===== config.mk =====
export PLATFORM = sky130hd
export DESIGN_NAME = stream_find_and_replace
export DESIGN_NICKNAME = d
export VERILOG_FILES = /design/src/hw/rtl/sfr_pkg.sv /design/src/hw/rtl/sfr_cell.sv /design/src/hw/rtl/stream_find_and_replace.sv
export SDC_FILE = /design/constraint.sdc
export NUM_CORES = 1
export LEC_CHECK = 0
export ABC_CLOCK_PERIOD_IN_PS = 3400
export BUFFER_PORTS_ARGS = -buffer_cell sky130_fd_sc_hd__clkbuf_2
export CORE_ASPECT_RATIO = 1.2
export CORE_MARGIN = 3
export CORE_UTILIZATION = 32
export CTS_CLUSTER_DIAMETER = 60
export CTS_CLUSTER_SIZE = 10
export DETAILED_ROUTE_END_ITERATION = 16
export GPL_ROUTABILITY_DRIVEN = 1
export HOLD_SLACK_MARGIN = 0.15
export PLACE_DENSITY = 0.56
export REMOVE_ABC_BUFFERS = 1
export SYNTH_ARGS = -nofsm -noshare
export SYNTH_HDL_FRONTEND = slang
export SYNTH_SLANG_ARGS = --single-unit
export TNS_END_PERCENT = 20

===== constraint.sdc =====
create_clock -name clk -period 3.4 [get_ports clk]
set_input_delay 0.17 -clock clk [delete_from_list [all_inputs] [get_ports clk]]
set_output_delay 0.17 -clock clk [all_outputs]
set_load 0.1 [all_outputs]

===== src/hw/rtl/sfr_pkg.sv =====
// Shared constants, types and helpers for the stream find-and-replace block.
`default_nettype none

package sfr_pkg;

	localparam int MAX_PATTERN = 8;
	localparam int MAX_REPL    = 8;
	localparam int BYTE_W      = 8;
	localparam int LEN_W       = 4;
	localparam int WORD_W      = 64;
	localparam int CFG_IDX_W   = 3;
	localparam int WIN_IDX_W   = (MAX_PATTERN > 1) ? $clog2(MAX_PATTERN) : 1;
	localparam int FILL_W      = $clog2(MAX_PATTERN + 1);
	localparam int REP_IDX_W   = $clog2(MAX_REPL);

	localparam logic [CFG_IDX_W-1:0] REG_PATTERN_BYTES      = CFG_IDX_W'(0);
	localparam logic [CFG_IDX_W-1:0] REG_PATTERN_LENGTH     = CFG_IDX_W'(1);
	localparam logic [CFG_IDX_W-1:0] REG_REPLACEMENT_BYTES  = CFG_IDX_W'(2);
	localparam logic [CFG_IDX_W-1:0] REG_REPLACEMENT_LENGTH = CFG_IDX_W'(3);

	// Per-cell control from the sequencer.
	typedef struct packed {
		logic load;
		logic shift;
		logic clear;
	} cell_ctl_t;

	// A length of zero counts as one; anything above the top counts as the top.
	function automatic logic [LEN_W-1:0] clamp_len(input logic [LEN_W-1:0] raw,
		input logic [LEN_W-1:0] top);
		logic [LEN_W-1:0] res;
		if (raw == '0) begin
			res = LEN_W'(1);
		end else if (raw > top) begin
			res = top;
		end else begin
			res = raw;
		end
		return res;
	endfunction

endpackage

`default_nettype wire


===== src/hw/rtl/sfr_cell.sv =====
// One window cell: holds a byte of the pending prefix and compares it to its pattern byte.
`default_nettype none

module sfr_cell (
	input  wire logic                          clk,
	input  wire logic                          arst_n,
	input  wire sfr_pkg::cell_ctl_t            ctl,
	input  wire logic [sfr_pkg::BYTE_W-1:0]    load_byte,
	input  wire logic [sfr_pkg::BYTE_W-1:0]    nb_byte,
	input  wire logic                          nb_valid,
	input  wire logic [sfr_pkg::BYTE_W-1:0]    pat_byte,
	output logic      [sfr_pkg::BYTE_W-1:0]    cell_byte,
	output logic                               cell_valid,
	output logic                               cell_match
);

	logic [sfr_pkg::BYTE_W-1:0] byte_q;
	logic                       valid_q;

	always_ff @(posedge clk or negedge arst_n) begin
		if (!arst_n) begin
			valid_q <= 1'b0;
		end else if (ctl.clear) begin
			valid_q <= 1'b0;
		end else if (ctl.load) begin
			valid_q <= 1'b1;
		end else if (ctl.shift) begin
			valid_q <= nb_valid;
		end
	end

	always_ff @(posedge clk) begin
		if (ctl.load) begin
			byte_q <= load_byte;
		end else if (ctl.shift) begin
			byte_q <= nb_byte;
		end
	end

	// An empty cell never breaks the prefix.
	assign cell_match = !valid_q || (byte_q == pat_byte);
	assign cell_byte  = byte_q;
	assign cell_valid = valid_q;

endmodule

`default_nettype wire


===== src/hw/rtl/stream_find_and_replace.sv =====
// Top level of the stream find-and-replace block: config registers, cell row and sequencer.
//
//   Channel   Handshake              Payload
//   input     in_valid / in_ready    in_byte, end_of_stream
//   output    out_valid / out_ready  out_byte, run_last, stream_done
//   config    cfg_valid / cfg_ready  cfg_index, cfg_data
//
// A request is accepted in the idle state, checked while bytes that break the prefix drop out,
// then replaced, flushed at end of stream or passed straight to the closing finish state.
// Byte shifts all run through the row of window cells, one position per cycle while the output is free.
// A new request is taken only when the sequencer is back in its idle state.
// Output stalls freeze the sequencer outside its idle state; the last result waits in the output register.
// Reset clears the window, the sequencer and the registers to their defaults.
`default_nettype none

module stream_find_and_replace (
	input  wire logic                              clk,
	input  wire logic                              arst_n,
	input  wire logic                              in_valid,
	output logic                                   in_ready,
	input  wire logic [sfr_pkg::BYTE_W-1:0]        in_byte,
	input  wire logic                              end_of_stream,
	output logic                                   out_valid,
	input  wire logic                              out_ready,
	output logic      [sfr_pkg::BYTE_W-1:0]        out_byte,
	output logic                                   run_last,
	output logic                                   stream_done,
	input  wire logic                              cfg_valid,
	output logic                                   cfg_ready,
	input  wire logic [sfr_pkg::CFG_IDX_W-1:0]     cfg_index,
	input  wire logic [sfr_pkg::WORD_W-1:0]        cfg_data
);

	typedef enum logic [2:0] {
		ST_IDLE,
		ST_CHECK,
		ST_REPL,
		ST_FLUSH,
		ST_FINISH
	} state_t;

	state_t                              state_q;
	logic [sfr_pkg::WORD_W-1:0]          pattern_bytes_q;
	logic [sfr_pkg::LEN_W-1:0]           pattern_length_q;
	logic [sfr_pkg::WORD_W-1:0]          replacement_bytes_q;
	logic [sfr_pkg::LEN_W-1:0]           replacement_length_q;
	logic [sfr_pkg::FILL_W-1:0]          fill_q;
	logic                                eos_q;
	logic [sfr_pkg::REP_IDX_W-1:0]       rep_idx_q;
	logic [sfr_pkg::BYTE_W-1:0]          pend_q;
	logic                                pend_valid_q;
	logic                                out_valid_q;
	logic [sfr_pkg::BYTE_W-1:0]          out_byte_q;
	logic                                run_last_q;
	logic                                stream_done_q;

	logic [sfr_pkg::LEN_W-1:0]           plen;
	logic [sfr_pkg::LEN_W-1:0]           rlen;
	logic                                out_free;
	logic                                accept;
	logic                                prefix_ok;
	logic                                break_now;
	logic                                shift_en;
	logic                                clear_en;
	logic                                emit_en;
	logic                                finish_push;
	logic                                rep_last;
	logic [sfr_pkg::BYTE_W-1:0]          emit_byte;
	logic [sfr_pkg::BYTE_W-1:0]          repl_byte;

	sfr_pkg::cell_ctl_t                  cell_ctl   [sfr_pkg::MAX_PATTERN];
	logic [sfr_pkg::BYTE_W-1:0]          cell_byte  [sfr_pkg::MAX_PATTERN];
	logic [sfr_pkg::MAX_PATTERN-1:0]     cell_valid;
	logic [sfr_pkg::MAX_PATTERN-1:0]     cell_match;

	// Configuration registers; unknown indexes are ignored.
	assign cfg_ready = 1'b1;

	always_ff @(posedge clk or negedge arst_n) begin
		if (!arst_n) begin
			pattern_bytes_q      <= '0;
			pattern_length_q     <= sfr_pkg::LEN_W'(1);
			replacement_bytes_q  <= '0;
			replacement_length_q <= sfr_pkg::LEN_W'(1);
		end else if (cfg_valid) begin
			case (cfg_index)
				sfr_pkg::REG_PATTERN_BYTES:      pattern_bytes_q      <= cfg_data;
				sfr_pkg::REG_PATTERN_LENGTH:     pattern_length_q     <= cfg_data[sfr_pkg::LEN_W-1:0];
				sfr_pkg::REG_REPLACEMENT_BYTES:  replacement_bytes_q  <= cfg_data;
				sfr_pkg::REG_REPLACEMENT_LENGTH: replacement_length_q <= cfg_data[sfr_pkg::LEN_W-1:0];
				default: ;
			endcase
		end
	end

	assign plen = sfr_pkg::clamp_len(pattern_length_q, sfr_pkg::LEN_W'(sfr_pkg::MAX_PATTERN));
	assign rlen = sfr_pkg::clamp_len(replacement_length_q, sfr_pkg::LEN_W'(sfr_pkg::MAX_REPL));

	// Window cell row; each cell shifts toward cell zero when a byte leaves.
	for (genvar i = 0; i < sfr_pkg::MAX_PATTERN; i++) begin : g_cell
		logic [sfr_pkg::BYTE_W-1:0] nb_byte;
		logic                       nb_valid;

		if (i == sfr_pkg::MAX_PATTERN - 1) begin : g_end
			assign nb_byte  = '0;
			assign nb_valid = 1'b0;
		end else begin : g_mid
			assign nb_byte  = cell_byte[i+1];
			assign nb_valid = cell_valid[i+1];
		end

		assign cell_ctl[i].load  = accept && (fill_q == sfr_pkg::FILL_W'(i));
		assign cell_ctl[i].shift = shift_en;
		assign cell_ctl[i].clear = clear_en;

		sfr_cell u_cell (
			.clk        (clk),
			.arst_n     (arst_n),
			.ctl        (cell_ctl[i]),
			.load_byte  (in_byte),
			.nb_byte    (nb_byte),
			.nb_valid   (nb_valid),
			.pat_byte   (pattern_bytes_q[i*sfr_pkg::BYTE_W +: sfr_pkg::BYTE_W]),
			.cell_byte  (cell_byte[i]),
			.cell_valid (cell_valid[i]),
			.cell_match (cell_match[i])
		);
	end

	assign in_ready  = (state_q == ST_IDLE);
	assign accept    = in_valid && in_ready;
	assign out_free  = !out_valid_q || out_ready;

	assign prefix_ok = (&cell_match) && (sfr_pkg::LEN_W'(fill_q) <= plen);
	assign break_now = (fill_q != '0) && !prefix_ok;
	assign rep_last  = (sfr_pkg::LEN_W'(rep_idx_q) == (rlen - sfr_pkg::LEN_W'(1)));
	assign repl_byte = replacement_bytes_q[rep_idx_q*sfr_pkg::BYTE_W +: sfr_pkg::BYTE_W];

	assign shift_en    = out_free && (((state_q == ST_CHECK) && break_now) ||
		(state_q == ST_FLUSH));
	assign clear_en    = out_free && (state_q == ST_REPL) && rep_last;
	assign emit_en     = shift_en || (out_free && (state_q == ST_REPL));
	assign emit_byte   = (state_q == ST_REPL) ? repl_byte : cell_byte[0];
	assign finish_push = out_free && (state_q == ST_FINISH) && pend_valid_q;

	// The newest emitted byte waits in a holding register until it is known
	// whether another byte of the same request follows it.
	always_ff @(posedge clk or negedge arst_n) begin
		if (!arst_n) begin
			state_q       <= ST_IDLE;
			fill_q        <= '0;
			eos_q         <= 1'b0;
			rep_idx_q     <= '0;
			pend_valid_q  <= 1'b0;
			out_valid_q   <= 1'b0;
			run_last_q    <= 1'b0;
			stream_done_q <= 1'b0;
		end else begin
			if ((emit_en && pend_valid_q) || finish_push) begin
				out_valid_q   <= 1'b1;
				out_byte_q    <= pend_q;
				run_last_q    <= finish_push;
				stream_done_q <= finish_push && eos_q;
			end else if (out_ready) begin
				out_valid_q <= 1'b0;
			end

			if (emit_en) begin
				pend_q       <= emit_byte;
				pend_valid_q <= 1'b1;
			end else if (finish_push) begin
				pend_valid_q <= 1'b0;
			end

			case (state_q)
				ST_IDLE: begin
					if (accept) begin
						fill_q  <= fill_q + sfr_pkg::FILL_W'(1);
						eos_q   <= end_of_stream;
						state_q <= ST_CHECK;
					end
				end
				ST_CHECK: begin
					if (out_free) begin
						if (break_now) begin
							fill_q <= fill_q - sfr_pkg::FILL_W'(1);
						end else if (sfr_pkg::LEN_W'(fill_q) == plen) begin
							rep_idx_q <= '0;
							state_q   <= ST_REPL;
						end else if (eos_q && (fill_q != '0)) begin
							state_q <= ST_FLUSH;
						end else begin
							state_q <= ST_FINISH;
						end
					end
				end
				ST_REPL: begin
					if (out_free) begin
						rep_idx_q <= rep_idx_q + sfr_pkg::REP_IDX_W'(1);
						if (rep_last) begin
							fill_q  <= '0;
							state_q <= ST_FINISH;
						end
					end
				end
				ST_FLUSH: begin
					if (out_free) begin
						fill_q <= fill_q - sfr_pkg::FILL_W'(1);
						if (fill_q == sfr_pkg::FILL_W'(1)) begin
							state_q <= ST_FINISH;
						end
					end
				end
				ST_FINISH: begin
					if (out_free) begin
						state_q <= ST_IDLE;
					end
				end
				default: state_q <= ST_IDLE;
			endcase
		end
	end

	assign out_valid   = out_valid_q;
	assign out_byte    = out_byte_q;
	assign run_last    = run_last_q;
	assign stream_done = stream_done_q;

	a_fill_matches_cells: assert property (@(posedge clk) disable iff (!arst_n)
		$countones(cell_valid) == int'(fill_q))
		else $error("window fill count disagrees with valid cells");

	a_idle_has_room: assert property (@(posedge clk) disable iff (!arst_n)
		(state_q == ST_IDLE) |-> (int'(fill_q) < sfr_pkg::MAX_PATTERN))
		else $error("window full while waiting for a request");

	a_accept_to_check: assert property (@(posedge clk) disable iff (!arst_n)
		accept |=> (state_q == ST_CHECK))
		else $error("accepted request did not start the window check");

	a_done_is_last: assert property (@(posedge clk) disable iff (!arst_n)
		(out_valid_q && stream_done_q) |-> run_last_q)
		else $error("stream end flagged on a byte that is not the last of its request");

	a_idle_nothing_held: assert property (@(posedge clk) disable iff (!arst_n)
		(state_q == ST_IDLE) |-> !pend_valid_q)
		else $error("held byte left behind after a request finished");

endmodule

`default_nettype wire

# ---- Word level (Yosys, flattened, before mapping)
# Index checks and enable logic that the tools add are counted.
dict set report classes {
  addsub 4
  n_eq_ne 34
  div 0
  reduce_logical 79
  n_mul 0
  order_cmp 3
  mux 72
  n_shift 1
  n_bitwise 0
}
# op n
set op_table {}
lappend op_table {{$mux 8} 17}
lappend op_table {{$eq 8x8->1} 8}
lappend op_table {{$shiftx 64x7->8} 1}
lappend op_table {{$mux 3} 14}
lappend op_table {{$mux 4} 10}
lappend op_table {{$mux 1} 28}
lappend op_table {{$reduce_bool 3->1} 8}
lappend op_table {{$reduce_bool 2->1} 11}
lappend op_table {{$logic_and 1x1->1} 20}
lappend op_table {{$eq 4x3->1 const B} 4}
lappend op_table {{$pmux 4 s4} 1}
lappend op_table {{$reduce_and 8->1} 2}
lappend op_table {{$pmux 3 s5} 1}
lappend op_table {{$ne 2x2->1 const B} 7}
lappend op_table {{$reduce_and 2->1} 7}
lappend op_table {{$eq 3x2->1 const B} 4}
lappend op_table {{$logic_not 4->1} 3}
lappend op_table {{$logic_or 1x1->1} 12}
lappend op_table {{$logic_not 1->1} 10}
lappend op_table {{$eq 4x2->1 const B} 2}
lappend op_table {{$gt 4x4->1 const B} 2}
lappend op_table {{$reduce_bool 4->1} 2}
lappend op_table {{$sub 4x1->4 const B} 2}
lappend op_table {{$reduce_and 7->1} 1}
lappend op_table {{12 further kinds} 16}
dict set report word_totals {
  latchBits 0
  memories 0
  reg_bits 239
  output_inout_bits 13
  word_cells 223
  in_bits 81
  mem_bits_rw 0
  rom_bits 0
}

# ---- Logic depth before layout (Yosys ltp)
# Gate-level depths: netlist of the first run.
dict set report depth {
  word_depth 14
  ltp_mapped 13
  mapped_depth_nobuf 11
}

# ---- Cells and area by module
# A second synthesis of the first run with hierarchy kept.
dict set report unflattened {
  cells_unflattened 780
  hier_area_um2 11483.5
}
# mod n_inst area_per_inst_um2 cells_per_inst seq_area_each_um2
set by_module_without_submodules {}
lappend by_module_without_submodules {stream_find_and_replace 1 7419.6 516 4261.6}
lappend by_module_without_submodules {sfr_cell 8 508.0 33 265.3}

# ---- Worst setup path before layout of the first run
# No wires, ideal clock.
dict set report synth_path {
  path_kind {reg-to-reg}
  start {reg state_q[2]}
  end {reg g_cell[7].u_cell.byte_q, in the netlist g_cell[7].u_cell.cell_byte[0] (enable)}
  required_ns 3.071
  stages_incl_launch_ff 8
  synth_period_minus_slack_ns 3.335
  path_buffers 2
  arrival_ns 3.007
  setup_ns 0.329
  slack_ns 0.065
  cell_sequence {dfrtp_1 -> clkbuf_1 -> nor3_2 -> nand2_1 -> nor3_4 -> clkbuf_1 -> nand2_1 -> nand2_1}
}
# item line_no
set synth_rtl {}
lappend synth_rtl {{from (decl)} stream_find_and_replace.sv:42} ;# state_t state_q;
lappend synth_rtl {{from (signal assigned)} stream_find_and_replace.sv:150} ;# state_q <= ST_IDLE;
lappend synth_rtl {{from (signal assigned)} stream_find_and_replace.sv:180} ;# state_q <= ST_CHECK;
lappend synth_rtl {{from (signal assigned)} stream_find_and_replace.sv:189} ;# state_q <= ST_REPL;
lappend synth_rtl {{$logic_not 3->1} stream_find_and_replace.sv:130} ;# assign in_ready = (state_q == ST_IDLE);
lappend synth_rtl {{net in_ready} stream_find_and_replace.sv:20} ;# output logic in_ready,
lappend synth_rtl {{$logic_and 1x1->1} stream_find_and_replace.sv:131} ;# assign accept = in_valid && in_ready;
lappend synth_rtl {{$logic_and 1x1->1} stream_find_and_replace.sv:112} ;# assign cell_ctl[i].load = accept && (fill_q == sfr_pkg::FILL_W'(i));
lappend synth_rtl {{$reduce_bool 2->1 (no source line)} --}
lappend synth_rtl {{to (signal assigned)} sfr_cell.sv:34} ;# byte_q <= load_byte;
lappend synth_rtl {{to (signal assigned)} sfr_cell.sv:36} ;# byte_q <= nb_byte;
lappend synth_rtl {{to (decl)} sfr_cell.sv:17} ;# logic [sfr_pkg::BYTE_W-1:0] byte_q;
# The timed path passes the listed nets, and every way through them passes these cells.
# A chain may end at the register's enable or synchronous reset.

# ---- Worst setup path after layout of the first run
dict set report layout_path {
  start {reg pattern_length_q[3] (netlist bit)}
  end {reg out_byte_q, in the netlist out_byte[5] (enable)}
}
dict set report layout_between {
  elab_chain_cells 14
}
# item line_no
set layout_rtl {}
lappend layout_rtl {{from (decl)} stream_find_and_replace.sv:44} ;# logic [sfr_pkg::LEN_W-1:0] pattern_length_q;
lappend layout_rtl {{from (signal assigned)} stream_find_and_replace.sv:82} ;# pattern_length_q <= sfr_pkg::LEN_W'(1);
lappend layout_rtl {{from (signal assigned)} stream_find_and_replace.sv:88} ;# sfr_pkg::REG_PATTERN_LENGTH: pattern_length_q <= cfg_data[sfr_pkg::LEN_W-1:0];
lappend layout_rtl {{$gt 4x4->1} sfr_pkg.sv:34} ;# end else if (raw > top) begin
lappend layout_rtl {{$mux 4} sfr_pkg.sv:34}
lappend layout_rtl {{$mux 4 *} sfr_pkg.sv:32} ;# if (raw == '0) begin
lappend layout_rtl {{$le 4x4->1 *} stream_find_and_replace.sv:134} ;# assign prefix_ok = (&cell_match) && (sfr_pkg::LEN_W'(fill_q) <= plen);
lappend layout_rtl {{$logic_and 1x1->1 *} stream_find_and_replace.sv:134}
lappend layout_rtl {{$logic_not 1->1 *} stream_find_and_replace.sv:135} ;# assign break_now = (fill_q != '0) && !prefix_ok;
lappend layout_rtl {{$logic_and 1x1->1 *} stream_find_and_replace.sv:135}
lappend layout_rtl {{$logic_and 1x1->1 *} stream_find_and_replace.sv:139} ;# assign shift_en = out_free && (((state_q == ST_CHECK) && break_now) ||
lappend layout_rtl {{$logic_or 1x1->1 *} stream_find_and_replace.sv:139}
lappend layout_rtl {{$logic_and 1x1->1 *} stream_find_and_replace.sv:139}
lappend layout_rtl {{$logic_or 1x1->1 *} stream_find_and_replace.sv:142} ;# assign emit_en = shift_en || (out_free && (state_q == ST_REPL));
lappend layout_rtl {{$logic_and 1x1->1 *} stream_find_and_replace.sv:159} ;# if ((emit_en && pend_valid_q) || finish_push) begin
lappend layout_rtl {{$logic_or 1x1->1 *} stream_find_and_replace.sv:159}
lappend layout_rtl {{$reduce_and 2->1 (no source line) *} --}
lappend layout_rtl {{to (signal assigned)} stream_find_and_replace.sv:161} ;# out_byte_q <= pend_q;
lappend layout_rtl {{to (decl)} stream_find_and_replace.sv:53} ;# logic [sfr_pkg::BYTE_W-1:0] out_byte_q;
# Mark *: on every way between the ends. The rest lies on a longest branch, timed or not.

==> impl_metrics.py, run 1 <==
metrics = {
    "sta": {
        "finClkSkew_ns": 0.0114,
        "relSlewSlack_pct": 42.4,
        "period_minus_slack_ns": 3.00,
        "tightest_slew_ns": 0.864,
        "fmax_mhz": 333,
        "worst_slack_ns": 0.399,
        "finalSetupViolCount": 0,
        "grt_setup_unrepaired": "false",
        "finalCritPeriodShare_pct": 88.3,
        "hold_viol": 0,
        "whs_ns": 0.164,
        "finalMaxSlewViolations": 0,
    },
    "logic_synthesis": {
        "synthSimpleGateAreaFrac_pct": 7.10,
        "synth_top_cells_by_area": "dfrtp_1, edfxtp_1, mux2_2, xnor2_1, mux4_2",
        "syn-cell-area_um2": 11200,
        "synthMuxAreaShare_pct": 22.3,
        "synth_edf_count": 80,
        "synth_compound_area_share_pct": 5.10,
        "synthFlopType": "dfrtp_1",
        "synth-seq-area-share_pct": 57.1,
        "yosysTopAreaCell": "dfrtp_1",
        "syn_inst": 815,
        "synth-async-reset-ratio_pct": 66.5,
        "synth-adder-area-share_pct": 1.12,
        "yosysWarnings": 0,
        "synth_top_family_by_area": "multiplexers",
        "synth-seq-cells": 239,
        "synth_top_area_share_pct": 35.2,
        "post_synth_xor_area_fraction_pct": 5.40,
        "avgSynthCellArea_um2": 13.7,
        "synth.distinct_cells": 60,
    },
    "clocking": {
        "postCtsSetupBuffers": 0,
        "numCtsBuffers": 30,
        "cts_root_buffer": "clkbuf_16",
        "insertion_delay_ns": 0.54,
        "clockBufferDepth": 3,
        "cts.sinks": 239,
        "clk_pin_slew_ns": 0.05,
        "cts_tree": "built",
        "cts_max_level": 1,
    },
    "place": {
        "gp_congestion": 0.826,
        "pre_cts_ws_ns": 0.379,
        "dp_hpwl_um": 20400,
        "port_buffers": 92,
    },
    "worst_hold_path": {
        "hp-start": "cfg_index[0]",
        "min_path_type": "in -> reg",
    },
    "detailed_routing": {
        "antenna_left": 0,
        "drt_pass1_iterations": 6,
        "wire_per_inst_um": 18.9,
        "routed.top_layer": "met5",
        "wl_met1_um": 11400,
        "vias": 7057,
        "route.met3.wl_um": 1540,
        "drt_iter0_drc": 383,
        "viasPerCell": 4.79,
        "drc_errors": 0,
        "drt-total-wl_um": 27900,
        "wl_met2_um": 14300,
    },
    "worst_setup_path": {
        "path_cells": "inv_1 > nand2_1 > ha_1 > nor2b_4 > o21a_1 > o21a_1 > o21a_1 > o31a_1 > o21ai_4 > a21oi_1",
        "cp_slowest_cell": "a21oi_1",
        "crit_family": "compound AO/OA/AOI/OAI gates",
        "worst_path_largest_cell_delay_ns": 0.66,
        "arrival_ns": 3.17,
        "critPathBufInv": 1,
        "critPathMostFrequentCell": "o21a_1",
        "crit_path_end_kind": "flip-flop",
        "crit_path_start_kind": "flip-flop",
        "required_ns": 3.57,
        "r2r-start": "pattern_length_q[3]",
        "critPathKind": "reg -> reg",
        "crit_start": "pattern_length_q[3]",
        "crit_path_max_fanout": 11,
    },
    "floorplan": {
        "die_w_um": 177,
        "die_h_um": 211,
        "fp.coreArea_um2": 34300,
        "row_count": 74,
        "die-area_um2": 37200,
        "ios": 94,
        "start_util_pct": 32.6,
    },
    "final_layout": {
        "nFillCells": 3295,
        "final_cell_mix": "mux2_2, dfrtp_1, clkbuf_2",
        "layout-drive-gt1-share_pct": 35.5,
        "utilization_pct": 40.5,
        "nets": 1086,
        "final_common_cell": "mux2_2",
        "ff_latch_area_um2": 6380,
        "num_antenna_cells": 0,
        "multi_input_comb_area_um2": 4600,
        "syn2layout_area_growth_pct": 24.3,
    },
    "job": {
        "maxCapViolations": 0,
    },
    "global_route": {
        "antenna_found_initial": 1,
        "overflow": 0,
        "grt_util_all_layers_pct": 15.1,
        "grt_max_degree": 160,
        "grt_pass1_vias": 7493,
        "grt_first_pass_wirelength_um": 43500,
    },
    "status": {
        "status": "finished clean",
    },
    "pwr": {
        "ir_drop_v": 0.000413,
        "p_leak_nw": 5.56,
        "cellPowerDensity_nw_per_um2": 852,
    },
}
-- cell usage after synthesis (3+ instances only) --
cell,n
o211ai_1,3
nor3_1,3
edfxtp_1,80
and3_1,8
nand2b_1,8
o21a_1,5
buf_2,19
nor2b_1,3
a21boi_0,3
inv_1,10
dfrtp_1,157
ha_1,10
clkbuf_1,9
mux4_2,16
o211a_1,5
nand3_1,7
nor2_1,28
nand4_1,21
nand2_1,76
o21ai_0,27
a31oi_1,8
a21oi_1,12
xnor2_1,66
mux2_2,186
-- cell type report --
cell class	instances	share of cell area (%)
inverter	11	0.297
timing repair buffer	180	9.76
clock inverter	6	0.613
sequential	239	46.0
clock buffer	47	6.16
multi-input combinational	533	33.1
tap	456	4.11
-- what timing repair did --
item	CTS	global route
hold buffers	76	0
gates resized for setup	0	0
hold endpoints to repair	360	0
-- worst paths after layout --
check                      slack (ns)             endpoint  cells past startpoint
hold reg to reg                  0.42          out_byte[7]                      0
min in group asynchronous        0.40  pattern_bytes_q[19]                      3
setup reg to reg                 0.40          out_byte[5]                     10
hold / removal                   0.16  pattern_length_q[3]                      4
setup / recovery                 0.40          out_byte[5]                     10
max in group asynchronous        2.38  pattern_bytes_q[51]                      3
-- per-layer routing --
metal	up-vias	global-route usage (%)
met5	-	0
met4	2	3.69
met3	34	2.30
met2	134	26.8
met1	3542	19.5
li1	3345	-
-- sequential cells by signal, indices dropped and copies added (netlist names), 3 cells and up --
register and flops:
g_cell.u_cell.cell_byte 64, out_byte 8, replacement_length_q 4, pend_q 8, g_cell.u_cell.cell_valid 8, state_q 3, rep_idx_q 3, fill_q 4
pattern_bytes_q 64, pattern_length_q 4, replacement_bytes_q 64
-- through the flow --
stage	total power, mW	TNS (ns)	cells	cell area [µm²]
6_report	11.8	0	1472	13900
5_1_grt	12.5	0	1472	13900
4_1_cts	12.0	0	1472	13900
3_5_place_dp	8.83	0	1343	12200
3_3_place_gp	8.76	0	1343	12200
2_1_floorplan	7.63	-175.84	783	11000
-- kinds of logic (layout without fill, tap and decap cells) --
logic type	count (synthesis)	in the layout
multiplexers	205	205
AND/OR/NAND/NOR	165	165
AO/OA/AOI/OAI	84	84
adder cells (fa/ha/maj)	10	10
other	1	1
buffers and inverters	43	244
flip-flops	239	239
XOR/XNOR	68	68
-- power breakdown --
| part | total, mW | internal (mW) | switching (mW) |
|---|---|---|---|
| Sequential | 4.91 | 4.21 | 0.703 |
| Combinational | 3.89 | 1.77 | 2.12 |
| Clock | 3.03 | 1.86 | 1.17 |
-- worst min-delay path, delay by kind of cell --
family,cells,cell delay [ns]
AND/OR/NAND/NOR,2,0.17
AO/OA/AOI/OAI,1,0.19
buffers and inverters,1,0.13
Power figures use the tool's default switching activity.
==> inputs of run 2 (changes only) <==
--- a/config.mk
+++ b/config.mk
@@ -9,5 +9,5 @@
 export BUFFER_PORTS_ARGS = -buffer_cell sky130_fd_sc_hd__clkbuf_2
 export CORE_ASPECT_RATIO = 1.2
-export CORE_MARGIN = 3
+export CORE_MARGIN = 2
 export CORE_UTILIZATION = 32
 export CTS_CLUSTER_DIAMETER = 60
==> constraint.sdc (replaced) <==
create_clock -name clk -period 3.4 [get_ports clk]
set_input_delay 0.17 -clock clk [delete_from_list [all_inputs] [get_ports clk]]
set_output_delay 0.17 -clock clk [all_outputs]
set_load 0.01 [all_outputs]
==> impl_metrics.py, run 2 (synthesis gave the netlist of run 1 again) <==
metrics = {
    "floorplan": {
        "die-area_um2": 36400,
        "ios": 94,
        "row_count": 75,
        "die_w_um": 175,
        "start_util_pct": 32.2,
        "die_h_um": 209,
        "fp.coreArea_um2": 34700,
    },
    "sta": {
        "period_minus_slack_ns": 3.04,
        "grt_setup_unrepaired": "false",
        "finClkSkew_ns": 0.0133,
        "finalMaxSlewViolations": 0,
        "tightest_slew_ns": 0.986,
        "whs_ns": 0.196,
        "finalSetupViolCount": 0,
        "hold_viol": 0,
        "fmax_mhz": 329,
        "tns_ns": 0,
        "finalCritPeriodShare_pct": 89.5,
        "worst_slack_ns": 0.357,
        "relSlewSlack_pct": 34.3,
    },
    "detailed_routing": {
        "vias": 7146,
        "drt-total-wl_um": 27800,
        "viasPerCell": 4.82,
        "wire_per_inst_um": 18.7,
        "drt_pass1_iterations": 5,
        "antenna_left": 0,
        "drt_iter0_drc": 424,
        "drc_errors": 0,
    },
    "final_layout": {
        "syn2layout_area_growth_pct": 24.2,
        "layout-drive-gt1-share_pct": 35.3,
        "final_cell_mix": "mux2_2, dfrtp_1, clkbuf_2",
        "num_antenna_cells": 0,
        "nets": 1091,
        "final_common_cell": "mux2_2",
        "finalNonFillerCells": 1484,
    },
    "worst_hold_path": {
        "hp-start": "in_valid",
        "min_delay_path_depth": 3,
        "hold_end": "eos_q",
        "min_path_type": "in -> reg",
    },
    "clocking": {
        "cts_root_buffer": "clkbuf_16",
        "cts.sinks": 239,
        "cts_tree": "built",
        "cts_resized": 0,
        "numCtsBuffers": 29,
        "postCtsSetupBuffers": 0,
        "clk_pin_slew_ns": 0.06,
        "cts_max_level": 1,
        "clockBufferDepth": 3,
        "insertion_delay_ns": 0.56,
    },
    "worst_setup_path": {
        "arrival_ns": 3.22,
        "reg2reg_to": "out_byte[1]",
        "crit_path_end_kind": "flip-flop",
        "required_ns": 3.58,
        "regToRegSetupSlack_ns": 0.36,
        "crit_path_max_fanout": 11,
        "critPathKind": "reg -> reg",
        "r2r-start": "pattern_length_q[3]",
        "r2r_cells": 10,
        "crit_path_start_kind": "flip-flop",
        "crit_start": "pattern_length_q[3]",
    },
    "job": {
        "maxCapViolations": 0,
    },
    "place": {
        "pre_cts_ws_ns": 0.386,
        "gp_congestion": 0.855,
        "place_inst": 1352,
        "dp_hpwl_um": 20700,
        "port_buffers": 92,
    },
    "status": {
        "status": "finished clean",
    },
    "global_route": {
        "grt_max_degree": 76,
        "grt_util_all_layers_pct": 15.6,
        "grt_pass1_vias": 7556,
        "overflow": 0,
        "grt_first_pass_wirelength_um": 44200,
        "antenna_found_initial": 0,
    },
    "pwr": {
        "cellPowerDensity_nw_per_um2": 822,
        "total_power_mw": 11.4,
        "p_leak_nw": 5.55,
        "ir_drop_v": 0.000336,
    },
}
run 2: cell types whose count changed in the layout (fill, tap and decap cells not counted), sizes merged:
cell	before	now
bufinv	2	1
dlygate4sd3	76	79
clkbuf	138	140
clkinv	4	3
buf	13	16
run 2: power breakdown:
part / internal [mW] / switching (mW) / leakage (nW) / total [mW]
registers: 4.21 / 0.746 / 2.66 / 4.95
clock network: 1.72 / 1.18 / 0.426 / 2.90
logic: 1.78 / 1.77 / 2.46 / 3.55
run 2: cell type report:
| type | count | area, µm² |
|---|---|---|
| flip-flops and latches | 239 | 6380 |
| clock inverters | 4 | 52.6 |
| inverters | 11 | 41.3 |
| repair buffers | 186 | 1400 |
| fillers | 3295 | 20800 |
| multi-input cells | 533 | 4600 |
| clock buffers | 49 | 831 |
| well taps | 462 | 578 |
run 2: timing repair:
| item | in CTS | in global routing |
|---|---|---|
| hold buffers | 79 | 0 |
| endpoints found under the setup margin | 0 | 0 |
| hold endpoints to repair | 360 | 0 |
run 2: how the worst max path moves through the flow:
stage | endpoint | slack [ns]
2_1_floorplan | pattern_bytes_q[0] | -2.44
3_3_place_gp | out_byte[1] | 0.48
3_5_place_dp | out_byte[1] | 0.39
4_1_cts | out_byte[1] | 0.37
5_1_grt | out_byte[6] | 0.18
6_report | out_byte[1] | 0.36
run 2: critical path, cell delays in order, from the launching register on:
cell,delay (ns)
dfrtp_1,0.37
inv_1,0.11
nand2_1,0.08
ha_1,0.29
nor2b_4,0.13
o21a_1,0.11
o21a_1,0.10
o21a_1,0.15
o31a_1,0.44
o21ai_4,0.19
a21oi_1,0.69
run 2: metrics by stage:
step / util (%) / cell area (µm²)
2_1_floorplan: - / 11000
3_3_place_gp: 35.2 / 12200
3_5_place_dp: 35.2 / 12200
4_1_cts: 40.0 / 13900
5_1_grt: 40.0 / 13900
6_report: 40.0 / 13900
run 2: per-layer routing:
| metal | track usage [%] | vias up | share of wire, % |
|---|---|---|---|
| li1 | - | 3361 | - |
| met1 | 20.6 | 3598 | 43 |
| met2 | 27.2 | 154 | 50 |
| met3 | 2.00 | 33 | 4.3 |
| met4 | 4.05 | 0 | 2.0 |
| met5 | 0 | - | 0 |
